## config.mk

```make
export PLATFORM = sky130hd
export DESIGN_NAME = sprite_line_selector_flat
export DESIGN_NICKNAME = d
export VERILOG_FILES = /design/src/rtl/slsel_pkg.sv /design/src/rtl/slsel_intf.sv /design/src/rtl/slsel_ram.sv /design/src/rtl/slsel_list.sv /design/src/rtl/sprite_line_selector.sv /design/src/flat_wrapper.sv
export SDC_FILE = /design/constraint.sdc
export NUM_CORES = 2
export LEC_CHECK = 0
export BUFFER_PORTS_ARGS = -buffer_cell sky130_fd_sc_hd__buf_4
export CAP_MARGIN = 20
export CELL_PAD_IN_SITES_DETAIL_PLACEMENT = 1
export CELL_PAD_IN_SITES_GLOBAL_PLACEMENT = 2
export CORE_MARGIN = 2
export CORE_UTILIZATION = 45
export DETAILED_ROUTE_END_ITERATION = 6
export PLACE_DENSITY = 0.75
export SETUP_SLACK_MARGIN = 0.3
export SLEW_MARGIN = 15
export SYNTH_ARGS = -nofsm -noshare
export SYNTH_HDL_FRONTEND = slang
export SYNTH_SLANG_ARGS = --single-unit
export TNS_END_PERCENT = 20
```

## constraint.sdc

```tcl
create_clock -name clk_i -period 4.4 [get_ports clk_i]
set_input_delay 0.44 -clock clk_i [delete_from_list [all_inputs] [get_ports clk_i]]
set_output_delay 0.44 -clock clk_i [all_outputs]
set_load 0.02 [all_outputs]
```

## src/rtl/slsel_pkg.sv

```systemverilog
// Shared types and constants of the sprite line selector.
// Used by the channel interfaces, the object list and the top level.
// No dependencies.
package slsel_pkg;

  // Default sizes of the attribute store and of the per-line object list.
  localparam int unsigned ENTRIES_DEF      = 40;
  localparam int unsigned MAX_PER_LINE_DEF = 10;

  // Field widths.
  localparam int unsigned OP_W       = 2;
  localparam int unsigned BYTE_W     = 8;
  localparam int unsigned SLOT_W     = 6;
  localparam int unsigned HEIGHT_W   = 5;
  localparam int unsigned CFG_IDX_W  = 2;
  localparam int unsigned CFG_DATA_W = 5;

  // Objects are placed 16 lines above the visible top, so a scan compares
  // against line + 16.
  localparam logic [BYTE_W:0] LINE_OFFSET = 9'd16;

  // Request operation codes.
  localparam logic [OP_W-1:0] OP_WRITE = 2'd0;
  localparam logic [OP_W-1:0] OP_READ  = 2'd1;
  localparam logic [OP_W-1:0] OP_SCAN  = 2'd2;

  // Configuration register indexes.
  localparam logic [CFG_IDX_W-1:0] REG_SPRITE_HEIGHT = 2'd0;
  localparam logic [CFG_IDX_W-1:0] REG_PRIORITY_BY_X = 2'd1;

  // Register reset values.
  localparam logic [HEIGHT_W-1:0] HEIGHT_RESET   = 5'd8;
  localparam logic                PRIORITY_RESET = 1'b1;

  // Value returned by a read beyond the end of the store.
  localparam logic [BYTE_W-1:0] READ_MISS = 8'hFF;

  // Control of the sorted object list.
  typedef struct packed {
    logic                clear;
    logic                push;
    logic                by_x;
    logic [BYTE_W-1:0]   x;
    logic [SLOT_W-1:0]   slot;
  } list_ctrl_t;

endpackage

```

## src/rtl/slsel_intf.sv

```systemverilog
// Valid/ready channel interfaces of the sprite line selector:
// request, response and configuration write.
// Depends on slsel_pkg.
interface slsel_req_if;
  import slsel_pkg::*;
  logic              valid;
  logic              ready;
  logic [OP_W-1:0]   op;
  logic [BYTE_W-1:0] byte_addr;
  logic [BYTE_W-1:0] write_data;
  logic [BYTE_W-1:0] line;

  modport source (output valid, op, byte_addr, write_data, line, input ready);
  modport sink   (input valid, op, byte_addr, write_data, line, output ready);
endinterface

interface slsel_rsp_if;
  import slsel_pkg::*;
  logic              valid;
  logic              ready;
  logic              is_sprite;
  logic [BYTE_W-1:0] read_data;
  logic              found;
  logic [BYTE_W-1:0] obj_y;
  logic [BYTE_W-1:0] obj_x;
  logic [BYTE_W-1:0] obj_tile;
  logic [BYTE_W-1:0] obj_flags;
  logic [SLOT_W-1:0] obj_slot;
  logic              last;

  modport source (output valid, is_sprite, read_data, found, obj_y, obj_x, obj_tile,
                  obj_flags, obj_slot, last, input ready);
  modport sink   (input valid, is_sprite, read_data, found, obj_y, obj_x, obj_tile,
                  obj_flags, obj_slot, last, output ready);
endinterface

interface slsel_cfg_if;
  import slsel_pkg::*;
  logic                  valid;
  logic                  ready;
  logic [CFG_IDX_W-1:0]  index;
  logic [CFG_DATA_W-1:0] data;

  modport source (output valid, index, data, input ready);
  modport sink   (input valid, index, data, output ready);
endinterface

```

## src/rtl/slsel_ram.sv

```systemverilog
// Generic single-clock RAM with one write port and one registered read port.
// No dependencies.
module slsel_ram #(
  parameter int unsigned WIDTH = 8,
  parameter int unsigned DEPTH = 160,
  localparam int unsigned AW   = (DEPTH > 1) ? $clog2(DEPTH) : 1
) (
  input  logic             clk_i,
  input  logic             we_i,
  input  logic [AW-1:0]    waddr_i,
  input  logic [WIDTH-1:0] wdata_i,
  input  logic             re_i,
  input  logic [AW-1:0]    raddr_i,
  output logic [WIDTH-1:0] rdata_o
);

  logic [WIDTH-1:0] mem [DEPTH];
  logic [WIDTH-1:0] rdata_q;

  always_ff @(posedge clk_i) begin
    if (we_i) begin
      mem[waddr_i] <= wdata_i;
    end
    if (re_i) begin
      rdata_q <= mem[raddr_i];
    end
  end

  assign rdata_o = rdata_q;

endmodule

```

## src/rtl/slsel_list.sv

```systemverilog
// Sorted list of the objects selected on one line, one cell per list position.
// With by_x set, a push inserts after every held object with x not above the new one; else it appends.
// Depends on slsel_pkg.
module slsel_list #(
  parameter int unsigned MAX_PER_LINE = slsel_pkg::MAX_PER_LINE_DEF,
  localparam int unsigned KW = (MAX_PER_LINE > 1) ? $clog2(MAX_PER_LINE) : 1,
  localparam int unsigned CW = $clog2(MAX_PER_LINE + 1)
) (
  input  logic                        clk_i,
  input  logic                        rst_ni,
  input  slsel_pkg::list_ctrl_t       ctrl_i,
  input  logic [KW-1:0]               sel_i,
  output logic [CW-1:0]               count_o,
  output logic [slsel_pkg::SLOT_W-1:0] sel_slot_o
);
  import slsel_pkg::*;

  logic [BYTE_W-1:0]       x_q    [MAX_PER_LINE];
  logic [SLOT_W-1:0]       slot_q [MAX_PER_LINE];
  logic [CW-1:0]           count_q, count_d;
  logic [MAX_PER_LINE-1:0] keep;

  // A cell keeps its object when it is occupied and its object goes first.
  // The occupied cells are sorted, so the kept cells form a prefix.
  always_comb begin
    for (int i = 0; i < MAX_PER_LINE; i++) begin
      keep[i] = (CW'(i) < count_q) && (!ctrl_i.by_x || (x_q[i] <= ctrl_i.x));
    end
  end

  for (genvar i = 0; i < MAX_PER_LINE; i++) begin : g_cell
    if (i == 0) begin : g_head
      always_ff @(posedge clk_i) begin
        if (ctrl_i.push && !keep[i]) begin
          x_q[i]    <= ctrl_i.x;
          slot_q[i] <= ctrl_i.slot;
        end
      end
    end else begin : g_body
      always_ff @(posedge clk_i) begin
        if (ctrl_i.push && !keep[i]) begin
          if (keep[i-1]) begin
            x_q[i]    <= ctrl_i.x;
            slot_q[i] <= ctrl_i.slot;
          end else begin
            x_q[i]    <= x_q[i-1];
            slot_q[i] <= slot_q[i-1];
          end
        end
      end
    end
  end

  always_comb begin
    count_d = count_q;
    if (ctrl_i.clear) begin
      count_d = '0;
    end else if (ctrl_i.push && (count_q != CW'(MAX_PER_LINE))) begin
      count_d = count_q + CW'(1);
    end
  end

  always_ff @(posedge clk_i or negedge rst_ni) begin
    if (!rst_ni) begin
      count_q <= '0;
    end else begin
      count_q <= count_d;
    end
  end

  assign count_o    = count_q;
  assign sel_slot_o = slot_q[sel_i];

endmodule

```

## src/rtl/sprite_line_selector.sv

```systemverilog
// Sprite line selector: an object attribute store of ENTRIES four-byte entries
// (y, x, tile, flags) with byte access and a per-line object scan. A write returns
// nothing; a read returns one response, taken through the registered RAM read
// port and the output register. A scan sweeps the store, then emits one response
// per selected object (at most MAX_PER_LINE) or the single empty response; the
// response side can stall it. The whole sequence shares the one read port of the
// attribute RAM: the sweep reads the y and x byte of every entry, and each emitted
// object reads its four bytes back. Requests are taken one at a time; a finished
// response sits in an output register while the next request is accepted.
// Depends on slsel_pkg, slsel_intf, slsel_ram and slsel_list.
module sprite_line_selector #(
  parameter int unsigned ENTRIES      = slsel_pkg::ENTRIES_DEF,
  parameter int unsigned MAX_PER_LINE = slsel_pkg::MAX_PER_LINE_DEF
) (
  input  logic        clk_i,
  input  logic        rst_ni,
  slsel_req_if.sink   req_i,
  slsel_rsp_if.source rsp_o,
  slsel_cfg_if.sink   cfg_i
);
  import slsel_pkg::*;

  localparam int unsigned STORE_BYTES = ENTRIES * 4;
  localparam int unsigned AW = (STORE_BYTES > 1) ? $clog2(STORE_BYTES) : 1;
  localparam int unsigned KW = (MAX_PER_LINE > 1) ? $clog2(MAX_PER_LINE) : 1;
  localparam int unsigned CW = $clog2(MAX_PER_LINE + 1);

  // Sequencer states.
  localparam logic [2:0] ST_IDLE  = 3'd0; // waiting for a request
  localparam logic [2:0] ST_READ  = 3'd1; // read data comes back from the RAM
  localparam logic [2:0] ST_SCAN  = 3'd2; // sweeping y and x bytes of all entries
  localparam logic [2:0] ST_TAIL  = 3'd3; // last x byte of the sweep arrives
  localparam logic [2:0] ST_DONE  = 3'd4; // list is final
  localparam logic [2:0] ST_FETCH = 3'd5; // reading four bytes of one object
  localparam logic [2:0] ST_EMIT  = 3'd6; // handing one object to the output
  localparam logic [2:0] ST_EMPTY = 3'd7; // handing the empty response out

  // Configuration registers. The port never stalls.
  logic [HEIGHT_W-1:0] height_q;
  logic                by_x_q;

  assign cfg_i.ready = 1'b1;

  always_ff @(posedge clk_i or negedge rst_ni) begin
    if (!rst_ni) begin
      height_q <= HEIGHT_RESET;
      by_x_q   <= PRIORITY_RESET;
    end else if (cfg_i.valid) begin
      case (cfg_i.index)
        REG_SPRITE_HEIGHT: height_q <= cfg_i.data[HEIGHT_W-1:0];
        REG_PRIORITY_BY_X: by_x_q   <= cfg_i.data[0];
        default:           ;
      endcase
    end
  end

  // Sequencer state and working registers.
  logic [2:0]        state_q, state_d;
  logic [SLOT_W-1:0] ent_q, ent_d;     // entry being swept
  logic              half_q, half_d;   // 0 reads the y byte, 1 the x byte
  logic [KW-1:0]     k_q, k_d;         // list position being emitted
  logic [1:0]        b_q, b_d;         // byte of the object being fetched
  logic [BYTE_W-1:0] line_q;
  logic              miss_q;           // read beyond the end of the store

  // Sweep pipeline: what the RAM output holds this cycle.
  logic              sv_q;
  logic              shalf_q;
  logic [SLOT_W-1:0] sent_q;
  logic              hit_q;

  // Bytes of the object being fetched; the flag byte is used straight
  // from the RAM output.
  logic [BYTE_W-1:0] y_q, x_q, tile_q;

  // RAM and list connections.
  logic              ram_we, ram_re;
  logic [AW-1:0]     ram_waddr, ram_raddr;
  logic [BYTE_W-1:0] ram_rdata;
  list_ctrl_t        lctrl;
  logic [CW-1:0]     lcount;
  logic [SLOT_W-1:0] lslot;

  // Output register.
  logic              out_valid_q;
  logic              out_free, out_load;
  logic              o_sprite_d, o_found_d, o_last_d;
  logic [BYTE_W-1:0] o_rdata_d, o_y_d, o_x_d, o_tile_d, o_flags_d;
  logic [SLOT_W-1:0] o_slot_d;
  logic              o_sprite_q, o_found_q, o_last_q;
  logic [BYTE_W-1:0] o_rdata_q, o_y_q, o_x_q, o_tile_q, o_flags_q;
  logic [SLOT_W-1:0] o_slot_q;

  logic              req_acc;
  logic              in_range;
  logic [BYTE_W:0]   target;
  logic              last_obj;

  assign req_i.ready = (state_q == ST_IDLE);
  assign req_acc     = req_i.valid && req_i.ready;
  assign in_range    = {1'b0, req_i.byte_addr} < (BYTE_W + 1)'(STORE_BYTES);
  assign target      = {1'b0, line_q} + LINE_OFFSET;
  assign out_free    = !out_valid_q || rsp_o.ready;
  assign last_obj    = (CW'(k_q) + CW'(1)) == lcount;

  // Writes go straight into the RAM when the request is taken.
  assign ram_we    = req_acc && (req_i.op == OP_WRITE) && in_range;
  assign ram_waddr = AW'(req_i.byte_addr);

  always_comb begin
    state_d    = state_q;
    ent_d      = ent_q;
    half_d     = half_q;
    k_d        = k_q;
    b_d        = b_q;
    ram_re     = 1'b0;
    ram_raddr  = AW'(req_i.byte_addr);
    out_load   = 1'b0;
    o_sprite_d = 1'b1;
    o_rdata_d  = '0;
    o_found_d  = 1'b0;
    o_y_d      = '0;
    o_x_d      = '0;
    o_tile_d   = '0;
    o_flags_d  = '0;
    o_slot_d   = '0;
    o_last_d   = 1'b1;
    unique case (state_q)
      ST_IDLE: begin
        if (req_acc) begin
          case (req_i.op)
            OP_READ: begin
              ram_re  = in_range;
              state_d = ST_READ;
            end
            OP_SCAN: begin
              ent_d   = '0;
              half_d  = 1'b0;
              state_d = ST_SCAN;
            end
            default: ;
          endcase
        end
      end
      ST_READ: begin
        if (out_free) begin
          out_load   = 1'b1;
          o_sprite_d = 1'b0;
          o_rdata_d  = miss_q ? READ_MISS : ram_rdata;
          state_d    = ST_IDLE;
        end
      end
      ST_SCAN: begin
        ram_re    = 1'b1;
        ram_raddr = AW'({ent_q, 1'b0, half_q});
        half_d    = !half_q;
        if (half_q) begin
          if (ent_q == SLOT_W'(ENTRIES - 1)) begin
            state_d = ST_TAIL;
          end else begin
            ent_d = ent_q + SLOT_W'(1);
          end
        end
      end
      ST_TAIL: begin
        state_d = ST_DONE;
      end
      ST_DONE: begin
        k_d     = '0;
        b_d     = '0;
        state_d = (lcount == '0) ? ST_EMPTY : ST_FETCH;
      end
      ST_FETCH: begin
        ram_re    = 1'b1;
        ram_raddr = AW'({lslot, b_q});
        b_d       = b_q + 2'd1;
        if (b_q == 2'd3) begin
          state_d = ST_EMIT;
        end
      end
      ST_EMIT: begin
        if (out_free) begin
          out_load  = 1'b1;
          o_found_d = 1'b1;
          o_y_d     = y_q;
          o_x_d     = x_q;
          o_tile_d  = tile_q;
          o_flags_d = ram_rdata;
          o_slot_d  = lslot;
          o_last_d  = last_obj;
          if (last_obj) begin
            state_d = ST_IDLE;
          end else begin
            k_d     = k_q + KW'(1);
            b_d     = '0;
            state_d = ST_FETCH;
          end
        end
      end
      ST_EMPTY: begin
        if (out_free) begin
          out_load = 1'b1;
          state_d  = ST_IDLE;
        end
      end
      default: begin
        state_d = ST_IDLE;
      end
    endcase
  end

  // The list is cleared when a scan is taken and fed once per entry, when
  // that entry's x byte comes back and its y byte matched the line.
  always_comb begin
    lctrl.clear = req_acc && (req_i.op == OP_SCAN);
    lctrl.push  = sv_q && shalf_q && hit_q;
    lctrl.by_x  = by_x_q;
    lctrl.x     = ram_rdata;
    lctrl.slot  = sent_q;
  end

  always_ff @(posedge clk_i or negedge rst_ni) begin
    if (!rst_ni) begin
      state_q     <= ST_IDLE;
      sv_q        <= 1'b0;
      out_valid_q <= 1'b0;
    end else begin
      state_q <= state_d;
      sv_q    <= (state_q == ST_SCAN);
      if (out_load) begin
        out_valid_q <= 1'b1;
      end else if (rsp_o.ready) begin
        out_valid_q <= 1'b0;
      end
    end
  end

  always_ff @(posedge clk_i) begin
    ent_q   <= ent_d;
    half_q  <= half_d;
    k_q     <= k_d;
    b_q     <= b_d;
    shalf_q <= half_q;
    sent_q  <= ent_q;
    if (req_acc) begin
      line_q <= req_i.line;
      miss_q <= !in_range;
    end
    // The y byte decides the hit; the x byte arrives in the next cycle.
    if (sv_q && !shalf_q) begin
      hit_q <= ({1'b0, ram_rdata} <= target) &&
               (({1'b0, ram_rdata} + (BYTE_W + 1)'(height_q)) > target);
    end
    if (state_q == ST_FETCH) begin
      case (b_q)
        2'd1:    y_q    <= ram_rdata;
        2'd2:    x_q    <= ram_rdata;
        2'd3:    tile_q <= ram_rdata;
        default: ;
      endcase
    end
    if (out_load) begin
      o_sprite_q <= o_sprite_d;
      o_rdata_q  <= o_rdata_d;
      o_found_q  <= o_found_d;
      o_y_q      <= o_y_d;
      o_x_q      <= o_x_d;
      o_tile_q   <= o_tile_d;
      o_flags_q  <= o_flags_d;
      o_slot_q   <= o_slot_d;
      o_last_q   <= o_last_d;
    end
  end

  slsel_ram #(
    .WIDTH (BYTE_W),
    .DEPTH (STORE_BYTES)
  ) u_ram (
    .clk_i   (clk_i),
    .we_i    (ram_we),
    .waddr_i (ram_waddr),
    .wdata_i (req_i.write_data),
    .re_i    (ram_re),
    .raddr_i (ram_raddr),
    .rdata_o (ram_rdata)
  );

  slsel_list #(
    .MAX_PER_LINE (MAX_PER_LINE)
  ) u_list (
    .clk_i      (clk_i),
    .rst_ni     (rst_ni),
    .ctrl_i     (lctrl),
    .sel_i      (k_q),
    .count_o    (lcount),
    .sel_slot_o (lslot)
  );

  assign rsp_o.valid     = out_valid_q;
  assign rsp_o.is_sprite = o_sprite_q;
  assign rsp_o.read_data = o_rdata_q;
  assign rsp_o.found     = o_found_q;
  assign rsp_o.obj_y     = o_y_q;
  assign rsp_o.obj_x     = o_x_q;
  assign rsp_o.obj_tile  = o_tile_q;
  assign rsp_o.obj_flags = o_flags_q;
  assign rsp_o.obj_slot  = o_slot_q;
  assign rsp_o.last      = o_last_q;

`ifndef ASSERT_OFF
  // The list never holds more objects than one line allows.
  a_list_bound: assert property (@(posedge clk_i) disable iff (!rst_ni)
    lcount <= CW'(MAX_PER_LINE))
    else $error("object list overfilled");

  // A scan request starts from an empty list.
  a_scan_clear: assert property (@(posedge clk_i) disable iff (!rst_ni)
    (req_acc && (req_i.op == OP_SCAN)) |=> (lcount == '0))
    else $error("object list not cleared at scan start");

  // The store is only written while no other request is in flight.
  a_write_idle: assert property (@(posedge clk_i) disable iff (!rst_ni)
    ram_we |-> ((state_q == ST_IDLE) && !sv_q))
    else $error("store write during a request");

  // A response that carries an object names an existing entry.
  a_slot_range: assert property (@(posedge clk_i) disable iff (!rst_ni)
    (rsp_o.valid && rsp_o.found) |-> (rsp_o.obj_slot < SLOT_W'(ENTRIES)))
    else $error("object slot beyond the store");
`endif

endmodule
```

## src/flat_wrapper.sv

```systemverilog
// flat-port wrapper written by rule: the top's interface ports become plain ports
module sprite_line_selector_flat import slsel_pkg::*;
#(
  parameter int unsigned ENTRIES      = slsel_pkg::ENTRIES_DEF,
  parameter int unsigned MAX_PER_LINE = slsel_pkg::MAX_PER_LINE_DEF
)
  (clk_i, rst_ni, req_i_valid, req_i_op, req_i_byte_addr, req_i_write_data, req_i_line, req_i_ready, rsp_o_valid, rsp_o_is_sprite, rsp_o_read_data, rsp_o_found, rsp_o_obj_y, rsp_o_obj_x, rsp_o_obj_tile, rsp_o_obj_flags, rsp_o_obj_slot, rsp_o_last, rsp_o_ready, cfg_i_valid, cfg_i_index, cfg_i_data, cfg_i_ready);
  slsel_req_if req_i_i ();
  slsel_rsp_if rsp_o_i ();
  slsel_cfg_if cfg_i_i ();
  input  logic clk_i;
  input  logic rst_ni;
  input wire logic [$bits(req_i_i.valid)-1:0] req_i_valid;
  input wire logic [$bits(req_i_i.op)-1:0] req_i_op;
  input wire logic [$bits(req_i_i.byte_addr)-1:0] req_i_byte_addr;
  input wire logic [$bits(req_i_i.write_data)-1:0] req_i_write_data;
  input wire logic [$bits(req_i_i.line)-1:0] req_i_line;
  output wire logic [$bits(req_i_i.ready)-1:0] req_i_ready;
  output wire logic [$bits(rsp_o_i.valid)-1:0] rsp_o_valid;
  output wire logic [$bits(rsp_o_i.is_sprite)-1:0] rsp_o_is_sprite;
  output wire logic [$bits(rsp_o_i.read_data)-1:0] rsp_o_read_data;
  output wire logic [$bits(rsp_o_i.found)-1:0] rsp_o_found;
  output wire logic [$bits(rsp_o_i.obj_y)-1:0] rsp_o_obj_y;
  output wire logic [$bits(rsp_o_i.obj_x)-1:0] rsp_o_obj_x;
  output wire logic [$bits(rsp_o_i.obj_tile)-1:0] rsp_o_obj_tile;
  output wire logic [$bits(rsp_o_i.obj_flags)-1:0] rsp_o_obj_flags;
  output wire logic [$bits(rsp_o_i.obj_slot)-1:0] rsp_o_obj_slot;
  output wire logic [$bits(rsp_o_i.last)-1:0] rsp_o_last;
  input wire logic [$bits(rsp_o_i.ready)-1:0] rsp_o_ready;
  input wire logic [$bits(cfg_i_i.valid)-1:0] cfg_i_valid;
  input wire logic [$bits(cfg_i_i.index)-1:0] cfg_i_index;
  input wire logic [$bits(cfg_i_i.data)-1:0] cfg_i_data;
  output wire logic [$bits(cfg_i_i.ready)-1:0] cfg_i_ready;
  assign req_i_i.valid = req_i_valid;
  assign req_i_i.op = req_i_op;
  assign req_i_i.byte_addr = req_i_byte_addr;
  assign req_i_i.write_data = req_i_write_data;
  assign req_i_i.line = req_i_line;
  assign req_i_ready = req_i_i.ready;
  assign rsp_o_valid = rsp_o_i.valid;
  assign rsp_o_is_sprite = rsp_o_i.is_sprite;
  assign rsp_o_read_data = rsp_o_i.read_data;
  assign rsp_o_found = rsp_o_i.found;
  assign rsp_o_obj_y = rsp_o_i.obj_y;
  assign rsp_o_obj_x = rsp_o_i.obj_x;
  assign rsp_o_obj_tile = rsp_o_i.obj_tile;
  assign rsp_o_obj_flags = rsp_o_i.obj_flags;
  assign rsp_o_obj_slot = rsp_o_i.obj_slot;
  assign rsp_o_last = rsp_o_i.last;
  assign rsp_o_i.ready = rsp_o_ready;
  assign cfg_i_i.valid = cfg_i_valid;
  assign cfg_i_i.index = cfg_i_index;
  assign cfg_i_i.data = cfg_i_data;
  assign cfg_i_ready = cfg_i_i.ready;
  sprite_line_selector #(.ENTRIES(ENTRIES), .MAX_PER_LINE(MAX_PER_LINE)) u_core (.clk_i(clk_i), .rst_ni(rst_ni), .req_i(req_i_i), .rsp_o(rsp_o_i), .cfg_i(cfg_i_i));
endmodule
```

Word-level counts from Yosys, hierarchy flattened

Memory sizes are Yosys's and may differ from the RTL's. A register that Yosys moved wholly into a read port is not among the register bits.
Index checks and enable logic that the tools add are counted.
W data, S select, Z words.

Add/subtract/negate cells: 6
Order comparisons: 23
Eq/ne operators: 26
Mux-type cells: 113
Bitwise gates (word level): 18
Reductions and logical operators: 79

Operators with widths:

| operator              | count |
|---|---|
| $le A8 B8 Y1          | 10 |
| $mux W8               | 10 |
| $mux W6               | 13 |
| $mux W1               | 67 |
| $logic_and A1 B1 Y1   | 29 |
| $mux W3               | 7 |
| $pmux W3 S7           | 1 |
| $mux W4               | 5 |
| $or A1 B1 Y1          | 18 |
| $lt A3 B4 Y1 const A  | 4 |
| $pmux W8 S2           | 1 |
| $logic_not A1 Y1      | 15 |
| $reduce_and A2 Y1     | 7 |
| $eq A3 B3 Y1 const B  | 4 |
| $pmux W6 S2           | 1 |
| $logic_or A1 B1 Y1    | 11 |
| $ne A2 B1 Y1 const B  | 5 |
| $add A8 B5 Y9         | 1 |
| $add A8 B5 Y9 const B | 1 |
| $gt A9 B9 Y1          | 1 |
| $le A8 B9 Y1          | 1 |
| $reduce_and A3 Y1     | 3 |
| $add A4 B1 Y4 const B | 2 |
| $lt A1 B4 Y1 const A  | 2 |
| 28 further kinds      | 46 |

Register bits after elaboration: 118
Memory bits (writable): 1,420
Bits of input ports: 38
Memories: 3

Memories:

| memory               | depth | width | rd ports | clocked after memory_dff | wr ports | RTL line         | source |
|---|---|---|---|---|---|---|---|
| u_core.u_ram.mem     | 160   | 8     | 1        | 1                        | 1        | slsel_ram.sv:17  | `logic [WIDTH-1:0] mem [DEPTH];` |
| u_core.u_list.x_q    | 10    | 8     | 10       | 0                        | 10       | slsel_list.sv:18 | `logic [BYTE_W-1:0] x_q [MAX_PER_LINE];` |
| u_core.u_list.slot_q | 10    | 6     | 10       | 1                        | 10       | slsel_list.sv:19 | `logic [SLOT_W-1:0] slot_q [MAX_PER_LINE];` |

Longest topological paths before layout

An unclocked memory read counts as a cell.

Depth after elaboration: 9
Gate-level depth with buffers: 16
Mapped depth without buffers: 15

Cells and area by module

From an unflattened synthesis, not the netlist that was laid out.

Cell total of the unflattened synthesis: 3,495
Area, all modules: 64,411.8 sq um

By module, submodules not included:

| module               | instances | cells an instance | area each (sq um) | seq. area each (sq um) |
|---|---|---|---|---|
| slsel_ram            | 1         | 2,489             | 50,462.1          | 38,677.1 |
| slsel_list           | 1         | 600               | 8,725.9           | 4,304.1 |
| sprite_line_selector | 1         | 406               | 5,223.8           | 3,300.7 |

Worst setup path before layout

No wires, ideal clock.

Kind: reg2reg
Start point: register u_core.u_ram.rdata_q[1], in the netlist u_core.u_ram.rdata_o[1] (read register of u_core.u_ram.mem)
End point: memory u_core.u_list.slot_q[7][0], data pin
Arrival: 3.688 ns
Required time: 4.140 ns
Path slack: 0.453 ns
Stages on the path, launching flop included: 16
Cell sequence: edfxtp_1 > clkbuf_1 > inv_1 > ha_1 > nor2b_1 > o21a_1 > o21ai_0 > nand2b_1 > a21oi_1 > o21ai_0 > o311ai_0 > a21oi_1 > nor2b_1 > clkbuf_1 > buf_2 > mux2_2

RTL lines:

| item               | RTL line         | source |
|---|---|---|
| start: declaration | slsel_ram.sv:18  | `logic [WIDTH-1:0] rdata_q;` |
| end: declaration   | slsel_list.sv:19 |  |

==> impl_results.md <==
* Outcome: finished clean
* Crit share post-route at roughly 93%
* Total GRT Usage at 25.1%
* Antenna violations before repair at 7
* Clk_lat worst skew at ~0.81 ns
* Starting density of the core at 45.2%
* Reg clk slew, reported paths at approximately 0.060 ns
* Crit path kind: flip-flop to flip-flop
* Number of synthesized flops with an enable pin at 1,524
* 1st-pass router iterations at 5
* Largest net degree at the start of global routing at 120
* Avg Inst Size Synth at 16.0 µm²
* Worst hold path class: primary input to async pin
* DRC at 0
* Worst path max stage delay at 0.63 ns
* TNS Setup at 0 ns
* Crit path DAT at 4.64 ns
* IO buf count at 88
* Reg area at about 46,000 µm²
* Fin Clk Skew at ~0.045 ns
* Top FF cell, synth: edfxtp_1
* CP Data Required Time at approximately 5 ns
* Final setup violation count at 0
* Multi-input gate area at 17,100 µm²
* Routability cong. at roughly 0.83
* Post-synthesis sequential area ratio at approximately 72%
* Fin. Hold Viols at 0
* Max IR drop VDD at 0.435 mV
* P&R area growth vs syn at 14.2%
* Vert. Die Dim at 383 µm
* Num CTS Buffers at between 150 and 200
* Full die area at ~150,000 µm²
* Commonest non-fill, non-tap cell in the layout: edfxtp_1
* #FFs+latches synth at 1,550
* RSZ-0062 raised after global routing: yes
* Share of cells above drive strength 1 at 19.7%
* Slowest cell on crit path: dfxtp_1
* Overall power at 49.2 mW
* Fill cell total of the finished layout at 13,500
* Max clock buf depth at 3
* DP Worst Slack at 0.179 ns
* CP Max Fanout at 32
* Worst slew margin at 18.5%
* Final wirelength at roughly 180,000 µm
* First-pass GRT wire length at 269,000 µm
* Worst-Margin Slew at 1.22 ns
* Core ar. at about 140,000 µm²
* Max-cap violations at 0
* Ys async rst share at 0.968%
* CTS root buf: clkbuf_16
* Nets at 4,466
* Routed length per placed instance at around 29 µm
* YS warnings at 0
* Power Dens Cells at between 600 and 700 nW/µm²
* Final setup margin at approximately 0.32 ns
* Num Clock Sinks at 1,550
* Util after Layout at 51.6%
* Most frequent cells in the layout: edfxtp_1 (1,524), nand2_1 (549), nor2_1 (258)
* Worst path cell trace: nor2b_1 -> a22oi_1 -> nand3_1 -> nand2_8 -> nor2_1 -> a221o_1 -> o211ai_1 -> nand4_1 -> and4_1
* Synth unique cells at 75
* TritonCTS clock tree: yes
* Worst Setup End Kind: flip-flop
* Vias/cell at about 5.8
* Pleak at approximately 25 nW
* # IOs at 90
* GRT overflow at 0
* DPL Wire Length at 117,000 µm
* Die X at approximately 380 µm
* CP startpoint kind: flip-flop
* Post-route ant nets at 0
* Vias at 37,000
* Final Max Tran Viols at 0
* FP Rows at approximately 140
* Post-Syn Area at roughly 65,000 µm²
* Vias in the first global route at between 30,000 and 40,000
* DRT iter0 DRCs at 3,050
* Syn nets at 4,207
* H-tree depth at 4
* Synth Instances at between 4,000 and 5,000
* Fmax at 0.245 GHz
* Fin crit period at 4.08 ns
## layout make-up
| cell class | instances | area share [%] |
|---|---|---|
| well taps | 1903 | 3.22 |
| clock inverters | 81 | 1.10 |
| clock buffers | 207 | 5.88 |
| inverters | 46 | 0.235 |
| flip-flops and latches | 1550 | 62.7 |
| diodes | 2 | 0.00677 |
| multi-input cells | 2235 | 23.1 |
| repair buffers | 315 | 3.83 |
## final timing paths
| path | end | slack (ns) | cells past startpoint |
|---|---|---|---|
| worst max-delay path | u_core.u_ram.rdata_o[3] | 0.32 | 9 |
| worst max register to register | u_core.u_ram.rdata_o[3] | 0.32 | 9 |
| worst min register to register | u_core.sent_q[1] | 0.48 | 0 |
| max in group asynchronous | u_core.height_q[3] | 4.08 | 2 |
| worst min-delay path | u_core.height_q[4] | 0.04 | 2 |
| min in group clk_i | u_core.height_q[4] | 0.10 | 3 |
## power by group
group	internal, mW	leakage (nW)	total [mW]	switching [mW]
clock	7.53	2.50	13.4	5.89
combinational	6.99	8.55	18.3	11.3
sequential	17.0	14.0	17.5	0.446
total	31.5	25.1	49.2	17.7
## synth_stat cells (all sizes together), types with 39 or more instances
cell | n | area share [%]
nand3 | 219 | 1.7
nand2 | 552 | 3.2
mux4 | 187 | 6.5
inv | 42 | 0.24
edfxtp | 1524 | 71
clkbuf | 82 | 0.48
nor2 | 268 | 1.6
buf | 142 | 1.5
o21ai | 73 | 0.56
ha | 114 | 2.2
mux2 | 128 | 2.2
a21oi | 100 | 0.78
and3 | 39 | 0.38
mux2i | 158 | 2.4
## flip-flops by register name, indices dropped and copies added (netlist names), 6 cells and up, named ones only
name                    flops
u_core.u_ram.mem         1280
u_core.u_list.x_q          80
u_core.u_list.slot_q       60
u_core.line_q               8
u_core.rsp_o.obj_flags      8
u_core.rsp_o.obj_tile       8
u_core.rsp_o.obj_x          8
u_core.rsp_o.obj_y          8
u_core.rsp_o.read_data      8
u_core.tile_q               8
u_core.u_ram.rdata_o        8
u_core.x_q                  8
u_core.y_q                  8
u_core.ent_q                6
u_core.rsp_o.obj_slot       6
u_core.sent_q               6
## logic make-up (layout without fill, tap and decap cells)
group / after synthesis / after routing / synth area share (%)
AO/OA/AOI/OAI: 397 / 397 / 4.08
XOR/XNOR: 21 / 21 / 0.284
adder cells (fa/ha/maj): 115 / 115 / 2.23
buffers and inverters: 270 / 649 / 2.29
flip-flops: 1550 / 1550 / 71.6
multiplexers: 473 / 473 / 11.2
other: 1 / 3 / 0.00579
AND/OR/NAND/NOR: 1227 / 1228 / 8.35
## through the flow
| stage | hold slack, ns | instances | instance area [µm²] |
|---|---|---|---|
| after global routing | 0.0476 | 6338 | 74000 |
| final | 0.0433 | 6339 | 74000 |
| after global placement | 0.342 | 6010 | 68300 |
| after floorplan | 0.144 | 4054 | 64800 |
| after CTS | 0.00918 | 6327 | 73800 |
| after detailed placement | 0.342 | 6015 | 68400 |
## layer usage
metal	GRT usage [%]	vias up	part of all wire, %
met5	0	-	0.0060
met4	7.99	2	2.9
met3	4.14	273	5.9
met2	41.1	1126	49
met1	34.4	19500	42
li1	-	16200	-
## worst max-delay path, delay by kind of cell (launching register included)
kind | cells | cell delay (ns)
AO/OA/AOI/OAI | 3 | 1.31
flip-flops | 1 | 0.63
AND/OR/NAND/NOR | 6 | 1.88
## timing repair
action,CTS,global route
cloned,1,0
hold buffers,19,0
endpoints found under the hold margin,30,0
pin swaps,1,5
setup buffers,4,10
endpoints found under the setup margin,6,469
resized for setup,4,9
Note: power is estimated with default switching activity, not from simulation.
